<file path="config.mk">
export PLATFORM = sky130hd
export DESIGN_NAME = seed_weighted_alignment_scorer_core
export DESIGN_NICKNAME = d
export VERILOG_FILES = /design/src/rtl/core/sws_pkg.sv /design/src/rtl/core/sws_classify.sv /design/src/rtl/core/sws_score_acc.sv /design/src/rtl/core/seed_weighted_alignment_scorer_core.sv
export SDC_FILE = /design/constraint.sdc
export NUM_CORES = 1
export LEC_CHECK = 0
export BUFFER_PORTS_ARGS = -buffer_cell sky130_fd_sc_hd__clkbuf_2
export CAP_MARGIN = 20
export CORE_ASPECT_RATIO = 0.7
export CORE_UTILIZATION = 45
export CTS_BUF_LIST = sky130_fd_sc_hd__clkbuf_16
export DETAILED_ROUTE_END_ITERATION = 10
export HOLD_SLACK_MARGIN = 0.05
export PLACE_DENSITY = 0.64
export REMOVE_ABC_BUFFERS = 1
export SLEW_MARGIN = 20
export SYNTH_ARGS = -nofsm -noshare
export SYNTH_HDL_FRONTEND = slang
export SYNTH_SLANG_ARGS = --single-unit
</file>
<file path="constraint.sdc">
create_clock -name aclk -period 8.1 [get_ports aclk]
set_input_delay 1.215 -clock aclk [delete_from_list [all_inputs] [get_ports aclk]]
set_output_delay 1.215 -clock aclk [all_outputs]
set_load 0.05 [all_outputs]
</file>
<file path="src/rtl/core/sws_pkg.sv">
// Shared types, constants and character helpers for the seed-weighted alignment scorer.
package sws_pkg;

    // Field and state widths
    localparam int CHAR_W  = 8;
    localparam int CFG_W   = 7;
    localparam int COUNT_W = 7;
    localparam int SCORE_W = 9;
    localparam int COST_W  = 3;

    // Configuration register indexes
    localparam logic CFG_SEED_FIRST = 1'b0;
    localparam logic CFG_SEED_LAST  = 1'b1;

    // Configuration reset values
    localparam logic [CFG_W-1:0] SEED_FIRST_RST = 7'd2;
    localparam logic [CFG_W-1:0] SEED_LAST_RST  = 7'd8;

    // Saturation limits
    localparam logic [COUNT_W-1:0] COUNT_CAP = 7'd127;
    localparam logic [SCORE_W-1:0] SUM_CAP   = 9'd511;

    // Gap marker '-'
    localparam logic [CHAR_W-1:0] GAP_CHAR = 8'h2d;

    // Penalties in halves
    localparam logic [COST_W-1:0] COST_NONE      = 3'd0;
    localparam logic [COST_W-1:0] COST_WOBBLE    = 3'd1;
    localparam logic [COST_W-1:0] COST_WOBBLE_SD = 3'd2;
    localparam logic [COST_W-1:0] COST_MISS      = 3'd2;
    localparam logic [COST_W-1:0] COST_MISS_SD   = 3'd4;

    // Column classification handed from classifier to accumulator
    typedef struct packed {
        logic any_gap;     // either character is a gap
        logic second_gap;  // second sequence has a gap: shifts seed window
        logic match;       // identical base letter
        logic wobble;      // G-A, T-C or U-C pair in one case
    } col_class_t;

    // a c g t u in either case
    function automatic logic is_base(input logic [CHAR_W-1:0] c);
        logic r;
        r = c inside {8'h61, 8'h63, 8'h67, 8'h74, 8'h75,
                      8'h41, 8'h43, 8'h47, 8'h54, 8'h55};
        return r;
    endfunction

    function automatic logic is_wobble(input logic [CHAR_W-1:0] a,
                                       input logic [CHAR_W-1:0] b);
        logic r;
        r = (a == 8'h47 && b == 8'h41) || (a == 8'h67 && b == 8'h61) ||
            (a == 8'h54 && b == 8'h43) || (a == 8'h74 && b == 8'h63) ||
            (a == 8'h55 && b == 8'h43) || (a == 8'h75 && b == 8'h63);
        return r;
    endfunction

endpackage

</file>
<file path="src/rtl/core/sws_classify.sv">
// Column classifier: sorts one aligned character pair into gap, match, wobble or mismatch.
module sws_classify (
    input  logic [sws_pkg::CHAR_W-1:0] first_char,
    input  logic [sws_pkg::CHAR_W-1:0] second_char,
    output sws_pkg::col_class_t        col_class
);

    logic first_gap;
    logic second_gap;

    // gap detection
    assign first_gap  = (first_char == sws_pkg::GAP_CHAR);
    assign second_gap = (second_char == sws_pkg::GAP_CHAR);

    // class flags; gap takes priority downstream
    always_comb begin
        col_class.any_gap    = first_gap | second_gap;
        col_class.second_gap = second_gap;
        col_class.match      = (first_char == second_char) && sws_pkg::is_base(first_char);
        col_class.wobble     = sws_pkg::is_wobble(first_char, second_char);
    end

endmodule

</file>
<file path="src/rtl/core/sws_score_acc.sv">
// Score accumulator: seed position, column penalty, running sums and the result register.
module sws_score_acc (
    input  logic                        aclk,
    input  logic                        aresetn,
    input  logic                        col_valid,
    input  logic                        col_last,
    input  sws_pkg::col_class_t         col_class,
    input  logic [sws_pkg::CFG_W-1:0]   seed_first,
    input  logic [sws_pkg::CFG_W-1:0]   seed_last,
    input  logic                        m_ready,
    output logic                        m_valid,
    output logic [sws_pkg::SCORE_W-1:0] m_score_halves
);

    logic [sws_pkg::COUNT_W-1:0] col_pos_reg, col_pos_next;
    logic [sws_pkg::COUNT_W-1:0] gap_shift_reg, gap_shift_next;
    logic [sws_pkg::SCORE_W-1:0] sum_reg, sum_next;
    logic                        out_valid_reg, out_valid_next;
    logic [sws_pkg::SCORE_W-1:0] out_score_reg, out_score_next;

    logic [sws_pkg::COUNT_W-1:0] cnt;
    logic [sws_pkg::COUNT_W-1:0] gs;
    logic [sws_pkg::COUNT_W-1:0] pos;
    logic                        in_seed;
    logic [sws_pkg::COST_W-1:0]  cost;
    logic [sws_pkg::SCORE_W:0]   sum_wide;
    logic [sws_pkg::SCORE_W-1:0] sum_sat;

    // saturating column and gap counts, this column included
    always_comb begin
        cnt = (col_pos_reg == sws_pkg::COUNT_CAP) ? sws_pkg::COUNT_CAP
                                                   : col_pos_reg + 7'd1;
        gs  = (col_class.second_gap && gap_shift_reg != sws_pkg::COUNT_CAP)
              ? gap_shift_reg + 7'd1 : gap_shift_reg;
        pos = (gs > cnt) ? '0 : cnt - gs;
        in_seed = (pos >= seed_first) && (pos <= seed_last);
    end

    // column penalty in halves
    always_comb begin
        if (col_class.any_gap) begin
            cost = in_seed ? sws_pkg::COST_MISS_SD : sws_pkg::COST_MISS;
        end else if (col_class.match) begin
            cost = sws_pkg::COST_NONE;
        end else if (col_class.wobble) begin
            cost = in_seed ? sws_pkg::COST_WOBBLE_SD : sws_pkg::COST_WOBBLE;
        end else begin
            cost = in_seed ? sws_pkg::COST_MISS_SD : sws_pkg::COST_MISS;
        end
    end

    // saturating running sum
    always_comb begin
        sum_wide = {1'b0, sum_reg} + {{(sws_pkg::SCORE_W + 1 - sws_pkg::COST_W){1'b0}}, cost};
        sum_sat  = sum_wide[sws_pkg::SCORE_W] ? sws_pkg::SUM_CAP
                                              : sum_wide[sws_pkg::SCORE_W-1:0];
    end

    // state and result register update
    always_comb begin
        col_pos_next   = col_pos_reg;
        gap_shift_next = gap_shift_reg;
        sum_next       = sum_reg;
        out_valid_next = out_valid_reg & ~m_ready;
        out_score_next = out_score_reg;
        if (col_valid) begin
            if (col_last) begin
                col_pos_next   = '0;
                gap_shift_next = '0;
                sum_next       = '0;
                out_valid_next = 1'b1;
                out_score_next = sum_sat;
            end else begin
                col_pos_next   = cnt;
                gap_shift_next = gs;
                sum_next       = sum_sat;
            end
        end
    end

    always_ff @(posedge aclk) begin
        if (!aresetn) begin
            col_pos_reg   <= '0;
            gap_shift_reg <= '0;
            sum_reg       <= '0;
            out_valid_reg <= 1'b0;
        end else begin
            col_pos_reg   <= col_pos_next;
            gap_shift_reg <= gap_shift_next;
            sum_reg       <= sum_next;
            out_valid_reg <= out_valid_next;
        end
    end

    always_ff @(posedge aclk) begin
        out_score_reg <= out_score_next;
    end

    assign m_valid        = out_valid_reg;
    assign m_score_halves = out_score_reg;

endmodule

</file>
<file path="src/rtl/core/seed_weighted_alignment_scorer_core.sv">
// Top level of the seed-weighted alignment scorer: input register, config registers, datapath.
//
// Takes one alignment column per clock while s_ready is high, and returns the total
// penalty in halves one beat per alignment, on the column flagged s_last_column.
// A column passes the input register and then one stage of classify/score logic
// into the result register; m_valid rises as the result register takes the last column.
// The running state (column count, second-sequence gap count, penalty sum) updates
// in that stage and clears after each result. Only a last column waits on the result
// register; s_ready drops when a finished score is still untaken and the next last
// column is queued. Seed bounds are written through cfg_we/cfg_addr/cfg_wdata; the
// user must write them only while idle, as the block itself does not enforce it.
module seed_weighted_alignment_scorer_core (
    input  logic                        aclk,
    input  logic                        aresetn,
    // configuration
    input  logic                        cfg_we,
    input  logic                        cfg_addr,
    input  logic [sws_pkg::CFG_W-1:0]   cfg_wdata,
    // column input
    input  logic                        s_valid,
    output logic                        s_ready,
    input  logic [sws_pkg::CHAR_W-1:0]  s_first_char,
    input  logic [sws_pkg::CHAR_W-1:0]  s_second_char,
    input  logic                        s_last_column,
    // score output
    output logic                        m_valid,
    input  logic                        m_ready,
    output logic [sws_pkg::SCORE_W-1:0] m_score_halves
);

    logic [sws_pkg::CFG_W-1:0]  seed_first_reg;
    logic [sws_pkg::CFG_W-1:0]  seed_last_reg;

    logic                       in_valid_reg;
    logic [sws_pkg::CHAR_W-1:0] in_first_reg;
    logic [sws_pkg::CHAR_W-1:0] in_second_reg;
    logic                       in_last_reg;

    sws_pkg::col_class_t        col_class;
    logic                       out_free;
    logic                       consume;

    // config registers
    always_ff @(posedge aclk) begin
        if (!aresetn) begin
            seed_first_reg <= sws_pkg::SEED_FIRST_RST;
            seed_last_reg  <= sws_pkg::SEED_LAST_RST;
        end else if (cfg_we) begin
            case (cfg_addr)
                sws_pkg::CFG_SEED_FIRST: seed_first_reg <= cfg_wdata;
                sws_pkg::CFG_SEED_LAST:  seed_last_reg  <= cfg_wdata;
                default: ;
            endcase
        end
    end

    // input stage handshake
    assign out_free = ~m_valid | m_ready;
    assign consume  = in_valid_reg & (~in_last_reg | out_free);
    assign s_ready  = ~in_valid_reg | consume;

    always_ff @(posedge aclk) begin
        if (!aresetn) begin
            in_valid_reg <= 1'b0;
        end else if (s_ready) begin
            in_valid_reg <= s_valid;
        end
    end

    always_ff @(posedge aclk) begin
        if (s_ready && s_valid) begin
            in_first_reg  <= s_first_char;
            in_second_reg <= s_second_char;
            in_last_reg   <= s_last_column;
        end
    end

    sws_classify u_classify (
        .first_char  (in_first_reg),
        .second_char (in_second_reg),
        .col_class   (col_class)
    );

    sws_score_acc u_score_acc (
        .aclk           (aclk),
        .aresetn        (aresetn),
        .col_valid      (consume),
        .col_last       (in_last_reg),
        .col_class      (col_class),
        .seed_first     (seed_first_reg),
        .seed_last      (seed_last_reg),
        .m_ready        (m_ready),
        .m_valid        (m_valid),
        .m_score_halves (m_score_halves)
    );

endmodule

</file>
### Yosys cells after proc, flatten, opt, wreduce, memory -nomap -nowiden

Index checks and enable logic that the tools add are counted.

| storage, ports and cells | value |
|---|---|
| bits of input ports | 30 |
| logic and storage cells | 81 |
| output and inout port bits | 11 |
| memories | 0 |
| latch bits | 0 |
| memory bits (writable) | 0 |
| flip-flop bits (word level) | 65 |
| bits in read-only memories | 0 |

| operators by class | value |
|---|---|
| add/sub/neg operators | 4 |
| div/mod/pow operators | 0 |
| eq/ne operators | 19 |
| order comparisons | 3 |
| bitwise logic cells | 11 |
| reduce and logical (&&, ||, !) cells | 19 |
| mux-type cells | 14 |
| multiply operators | 0 |
| shift operators | 0 |

Operators with widths:

| kind | count |
|---|---|
| $eq 8x7->1 const B | 14 |
| $mux 7 | 5 |
| $mux 9 | 2 |
| $eq 8x6->1 const B | 2 |
| $add 7x1->7 const B | 2 |
| $mux 3 | 4 |
| $add 9x3->10 | 1 |
| $logic_and 1x1->1 | 10 |
| $reduce_bool 10->1 | 1 |
| $eq 8x8->1 | 1 |
| $eq 7x7->1 const B | 1 |
| $ge 7x7->1 | 1 |
| $gt 7x7->1 | 1 |
| $le 7x7->1 | 1 |
| $ne 7x7->1 const B | 1 |
| $sub 7x7->7 | 1 |
| $reduce_and 2->1 | 3 |
| $logic_or 1x1->1 | 5 |
| $not 1->1 | 5 |
| $or 1x1->1 | 4 |
| $and 1x1->1 | 2 |
| $mux 1 | 2 |
| $mux 2 | 1 |

### Longest topological paths before layout

| logic depth | value |
|---|---|
| depth in word-level cells | 14 |
| gate-level depth with buffers | 32 |
| mapped depth without buffers | 32 |

### By module

From an unflattened synthesis, not the netlist that was laid out.

| unflattened totals | value |
|---|---|
| cells, all modules | 409 |
| area total of the unflattened synthesis | 3,794.9 um^2 |

Modules (own cells, without submodules):

| module | sequential area each (um^2) | times used | area each (um^2) | cells an instance |
|---|---|---|---|---|
| sws_score_acc | 750.7 | 1 | 2,453.6 | 301 |
| seed_weighted_alignment_scorer_core | 810.8 | 1 | 1,123.6 | 79 |
| sws_classify | 0.0 | 1 | 217.7 | 29 |

### Least setup slack after synthesis

No wires, ideal clock.

| timing | value |
|---|---|
| path kind | register -> register |
| from | register in_second_reg[1] (netlist name) |
| to | register u_score_acc.sum_reg[8] (netlist name) |
| setup time | 118 ps |
| arrival | 6,177 ps |
| data required time | 7,982 ps |
| stages on the path, launching flop included | 30 |
| slack | 1,805 ps |
| buffers on the path | 0 |
| clock period less this slack | 6,295 ps |
| cells stage by stage | edfxtp_1 > or4b_4 > nor2_1 > a21boi_1 > and4_1 > nand3_1 > xor2_1 > ha_1 > a21o_1 > a21o_1 > a31oi_1 > nor2b_1 > ha_1 > nor2b_1 > o21ai_0 > nand2b_1 > a2111oi_0 > nand2_1 > a31oi_4 > inv_1 > ha_1 > and2_1 > ha_1 > fa_1 > a21oi_1 > nor2_1 > and3_1 > o21a_1 > a22oi_1 > nor2b_1 |

| between the ends | value |
|---|---|
| longest elaborated chain between the ends | 14 |
| elaborated cells on any way between the ends | 35 |
| classes of those cells | add/sub (2); order compare (3); eq/ne (6); mux (9); bitwise (1); reduce/logical (14) |

RTL lines:

| item | RTL line | text |
|---|---|---|
| start, declared | seed_weighted_alignment_scorer_core.sv:36 | `logic [sws_pkg::CHAR_W-1:0] in_second_reg;` |
| start signal, assigned | seed_weighted_alignment_scorer_core.sv:73 | `in_second_reg <= s_second_char;` |
| $eq 8x6->1 | sws_classify.sv:13 | `assign second_gap = (second_char == sws_pkg::GAP_CHAR);` |
| $logic_and 1x1->1 | sws_score_acc.sv:33 | `gs = (col_class.second_gap && gap_shift_reg != sws_pkg::COUNT_CAP)` |
| $mux 7 | sws_score_acc.sv:34 | `? gap_shift_reg + 7'd1 : gap_shift_reg;` |
| $sub 7x7->7 / $gt 7x7->1 (equally long branches) | sws_score_acc.sv:35 | `pos = (gs > cnt) ? '0 : cnt - gs;` |
| $mux 7 | sws_score_acc.sv:35 |  |
| $ge 7x7->1 / $le 7x7->1 (equally long branches) | sws_score_acc.sv:36 | `in_seed = (pos >= seed_first) && (pos <= seed_last);` |
| $logic_and 1x1->1 | sws_score_acc.sv:36 |  |
| $mux 2 / $mux 3 (equally long branches) | sws_score_acc.sv:46, sws_score_acc.sv:42, sws_score_acc.sv:48 |  |
| $mux 3 | sws_score_acc.sv:45 | `end else if (col_class.wobble) begin` |
| $mux 3 | sws_score_acc.sv:43 | `end else if (col_class.match) begin` |
| $mux 3 * | sws_score_acc.sv:41 | `if (col_class.any_gap) begin` |
| $add 9x3->10 * | sws_score_acc.sv:54 | `sum_wide = {1'b0, sum_reg} + {{(sws_pkg::SCORE_W + 1 - sws_pkg::COST_W){1'b0}}, cost};` |
| $mux 9 * | sws_score_acc.sv:55 | `sum_sat = sum_wide[sws_pkg::SCORE_W] ? sws_pkg::SUM_CAP` |
| named net u_score_acc.sum_sat (one bit) | sws_score_acc.sv:27 | `logic [sws_pkg::SCORE_W-1:0] sum_sat;` |
| $mux 9 * | sws_score_acc.sv:67 | `if (col_last) begin` |
| end signal, assigned | sws_score_acc.sv:90 | `sum_reg <= sum_next;` |
| end, declared | sws_score_acc.sv:17 | `logic [sws_pkg::SCORE_W-1:0] sum_reg, sum_next;` |

The timed path passes the listed nets; every way through them passes the cells marked *.
A chain may end at the register's enable or synchronous reset.

### Worst setup path after layout

| timing | value |
|---|---|
| from | register in_second_reg[1] (netlist name) |
| to | register u_score_acc.sum_reg[6] (netlist name) |

| between the ends | value |
|---|---|
| longest elaborated chain between the ends | 14 |
| elaborated cells on any way between the ends | 35 |
| classes of those cells | add/sub (2); order compare (3); eq/ne (6); mux (9); bitwise (1); reduce/logical (14) |

RTL lines:

| item | RTL line |
|---|---|
| $eq 8x6->1 | sws_classify.sv:13 |
| $logic_and 1x1->1 | sws_score_acc.sv:33 |
| $mux 7 | sws_score_acc.sv:34 |
| $sub 7x7->7 / $gt 7x7->1 (equally long branches) | sws_score_acc.sv:35 |
| $mux 7 | sws_score_acc.sv:35 |
| $ge 7x7->1 / $le 7x7->1 (equally long branches) | sws_score_acc.sv:36 |
| $logic_and 1x1->1 | sws_score_acc.sv:36 |
| $mux 2 / $mux 3 (equally long branches) | sws_score_acc.sv:46, sws_score_acc.sv:42, sws_score_acc.sv:48 |
| $mux 3 | sws_score_acc.sv:45 |
| $mux 3 | sws_score_acc.sv:43 |
| $mux 3 * | sws_score_acc.sv:41 |
| $add 9x3->10 * | sws_score_acc.sv:54 |
| $mux 9 * | sws_score_acc.sv:55 |
| $mux 9 * | sws_score_acc.sv:67 |

Mark *: on every way between the ends. The rest lies on a longest branch, timed or not.

==> results.json <==
{
  "status": "completed",
  "firstDrtPassIters": 4,
  "dieArea_um2": 8531,
  "cp_max_fo": 7,
  "antenna_found_initial": 0,
  "grt_max_degree": 39,
  "initial_core_util_pct": 46.65,
  "cp-end-kind": "flop",
  "setup_tns_ps": 0,
  "cts_tree": "done",
  "synth_seq_cells": 65,
  "port_buffers": 40,
  "worstSkewPairLatency_ps": 330,
  "wl_per_cell_um": 14.43,
  "fin_nets": 479,
  "fmax_mhz": 139.1,
  "n_antenna_cell": 0,
  "synth.distinct_cells": 49,
  "htreeDepth": 3,
  "holdPathStages": 2,
  "rsz0062_at_grt": "false",
  "clockBufferDepth": 2,
  "startpoint_type": "flop",
  "post_cts_buffers": 0,
  "cp_data_arrival_time_ps": 7440,
  "yosys.area.top_type": "dfxtp_1",
  "synth_edf_count": 26,
  "synth-simple-area-share_pct": 21.47,
  "min_from": "seed_last_reg[5]",
  "reg2reg_depth": 28,
  "first_iter_violations": 202,
  "synth_area_leaders": "dfxtp_1, edfxtp_1, ha_1, nor2b_1, xnor2_1",
  "skew_ps": 4.969,
  "clk_pin_slew_ps": 50,
  "fillers": 699,
  "grt_first_pass_wirelength_mm": 13.10,
  "track_usage_pct": 20.25,
  "min_period_over_period_pct": 88.78,
  "post-route-min-period_ps": 7191,
  "leakage_nw": 1.774,
  "maxSlewHeadroom_pct": 35.43,
  "cts_sinks": 65,
  "rr_endpoint": "u_score_acc.sum_reg[6]",
  "fp-row-count": 27,
  "cts_root_buf": "clkbuf_16",
  "crit_path_max_incr_delay_ps": 590,
  "tightest_slew_ps": 965.6,
  "core_area_um2": 7871,
  "hold_end": "seed_last_reg[5]",
  "grt_pass1_vias": 2668,
  "crit_top_cell": "ha_1",
  "via_per_inst": 5.445,
  "regArea_um2": 1562,
  "ant_nets": 0,
  "slew_viol_final": 0,
  "dp.cells": 512,
  "multi_input_area_um2": 1999,
  "crit_type": "flop to flop",
  "synth_common_cells": "dfxtp_1, nand2_1, nor2b_1",
  "synth_top_area_share_pct": 21.26,
  "synthAdderAreaFrac_pct": 9.881,
  "die_h_um": 77.58,
  "ys_seq_area_share_pct": 42.52,
  "crit_path_top_delay_cell": "or4b_4",
  "drive_above_1_share_pct": 14.05,
  "postCtsHoldBufs": 0,
  "place_congestion": 0.8427,
  "vias": 2875,
  "whs_ps": 470.5,
  "r2r_slack_ps": 910,
  "cts_resized": 0,
  "synth.most_common_cell": "dfxtp_1",
  "syn2layout_area_growth_pct": 14.79,
  "p_per_area_nw_per_um2": 181.8,
  "route.detailed.drc": 0,
  "cp.required_ps": 8350,
  "drv_cap": 0,
  "stdcell_count": 528,
  "ys.flop_type": "dfxtp_1",
  "yosys_warnings": 0,
  "ios": 41,
  "die_w_um": 110.0,
  "finalSetupViolations": 0,
  "wl_mm": 7.620,
  "finalHoldViolations": 0,
  "syn_area_um2": 3672,
  "grt.overflow.total": 0,
  "syn_area_per_cell_um2": 9.588,
  "min_path_type": "flop to flop",
  "synth-async-reset-ratio_pct": 0,
  "postSynthCellCount": 383,
  "crit-reg2reg-launch": "in_second_reg[1]",
  "synth_xor_area_share_pct": 5.963,
  "synth_top_family_by_area": "simple AND/OR/NAND/NOR gates",
  "synth_compound_area_share_pct": 14.79,
  "dp.final_hpwl_mm": 5.683,
  "numCtsBuffers": 9,
  "synthMuxAreaShare_pct": 2.181,
  "ir_drop_mv": 0.1156
}
## critical path, delay by kind of cell (launching register included)
kind,cells,cell delay (ps)
adder cells (fa/ha/maj),4,1220
flip-flops,1,450
AND/OR/NAND/NOR,12,2660
AO/OA/AOI/OAI,11,2620
XOR/XNOR,1,170
## power by group
group	leakage [nW]	internal (W)	switching (W)	total, W
Clock	0.130	0.000201	0.000136	0.000337
Sequential	0.573	0.000352	0.00000803	0.000360
Combinational	1.07	0.0000292	0.0000398	0.0000690
Total	1.77	0.000582	0.000184	0.000766
## how the worst max path moves through the flow
stage                     start                     end  depth (start not counted)
5_1_grt        in_second_reg[1]  u_score_acc.sum_reg[0]                         28
3_5_place_dp   in_second_reg[1]  u_score_acc.sum_reg[6]                         28
6_report       in_second_reg[1]  u_score_acc.sum_reg[6]                         28
3_3_place_gp   in_second_reg[1]  u_score_acc.sum_reg[8]                         29
2_1_floorplan  in_second_reg[1]  u_score_acc.sum_reg[8]                         29
4_1_cts        in_second_reg[1]  u_score_acc.sum_reg[6]                         28
## metal layers
| metal | vias to the layer above | wire length, um | track usage, % |
|---|---|---|---|
| met2 | 66 | 2995 | 27.06 |
| li1 | 1447 | - | - |
| met4 | 0 | 82 | 7.200 |
| met1 | 1356 | 4142 | 30.30 |
| met3 | 6 | 400 | 5.966 |
| met5 | - | 0 | 0 |
## area by class of cell
cell class	instances	share of cell area, %
Multi-Input combinational cell	287	47.43
Sequential cell	65	37.04
Clock buffer	9	5.343
Timing Repair Buffer	40	4.749
Tap cell	101	2.998
Inverter	19	1.692
Clock inverter	7	0.7421
## cells in the final DEF, fill, tap and decap left out, types with 2 or more instances in the layout
cell type and instances:
nor2_1 23, xnor2_1 18, fa_1 2, a21boi_0 7, o221ai_1 2, and2_1 7, dfxtp_1 39, nor3b_1 2
a31oi_1 4, nor2b_1 31, nand2_1 34, or2_2 3, nor3_1 7, nand4_1 3, o21a_1 4, a2111oi_0 2
nor4_1 2, and3_1 5, inv_1 21, a21oi_1 11, mux2i_1 8, a41oi_1 2, o21ai_0 9, a22oi_1 15
clkinv_1 3, nand2b_1 8, xor2_1 7, edfxtp_1 26, a2bb2oi_1 2, clkbuf_16 9, nand3_1 20, ha_1 25
a21oi_2 2, clkbuf_2 40, a21o_1 6
## cells by family after synthesis
family | count (synthesis)
AND/OR/NAND/NOR | 151
flip-flops | 65
AO/OA/AOI/OAI | 75
adder cells (fa/ha/maj) | 28
buffers and inverters | 31
XOR/XNOR | 25
multiplexers | 8
## through the flow
stage	instance area [um^2]	worst slack, ps	utilization, %	total power (W)
6_report	4215	908.7	53.55	0.0007662
4_1_cts	4215	965.7	53.55	0.0007744
2_1_floorplan	3626	1803	-	0.0004111
3_3_place_gp	3959	1176	50.29	0.0004347
5_1_grt	4215	323.0	53.55	0.0007974
3_5_place_dp	3959	1002	50.29	0.0004353
No activity file was read; power rests on OpenSTA's default activity.
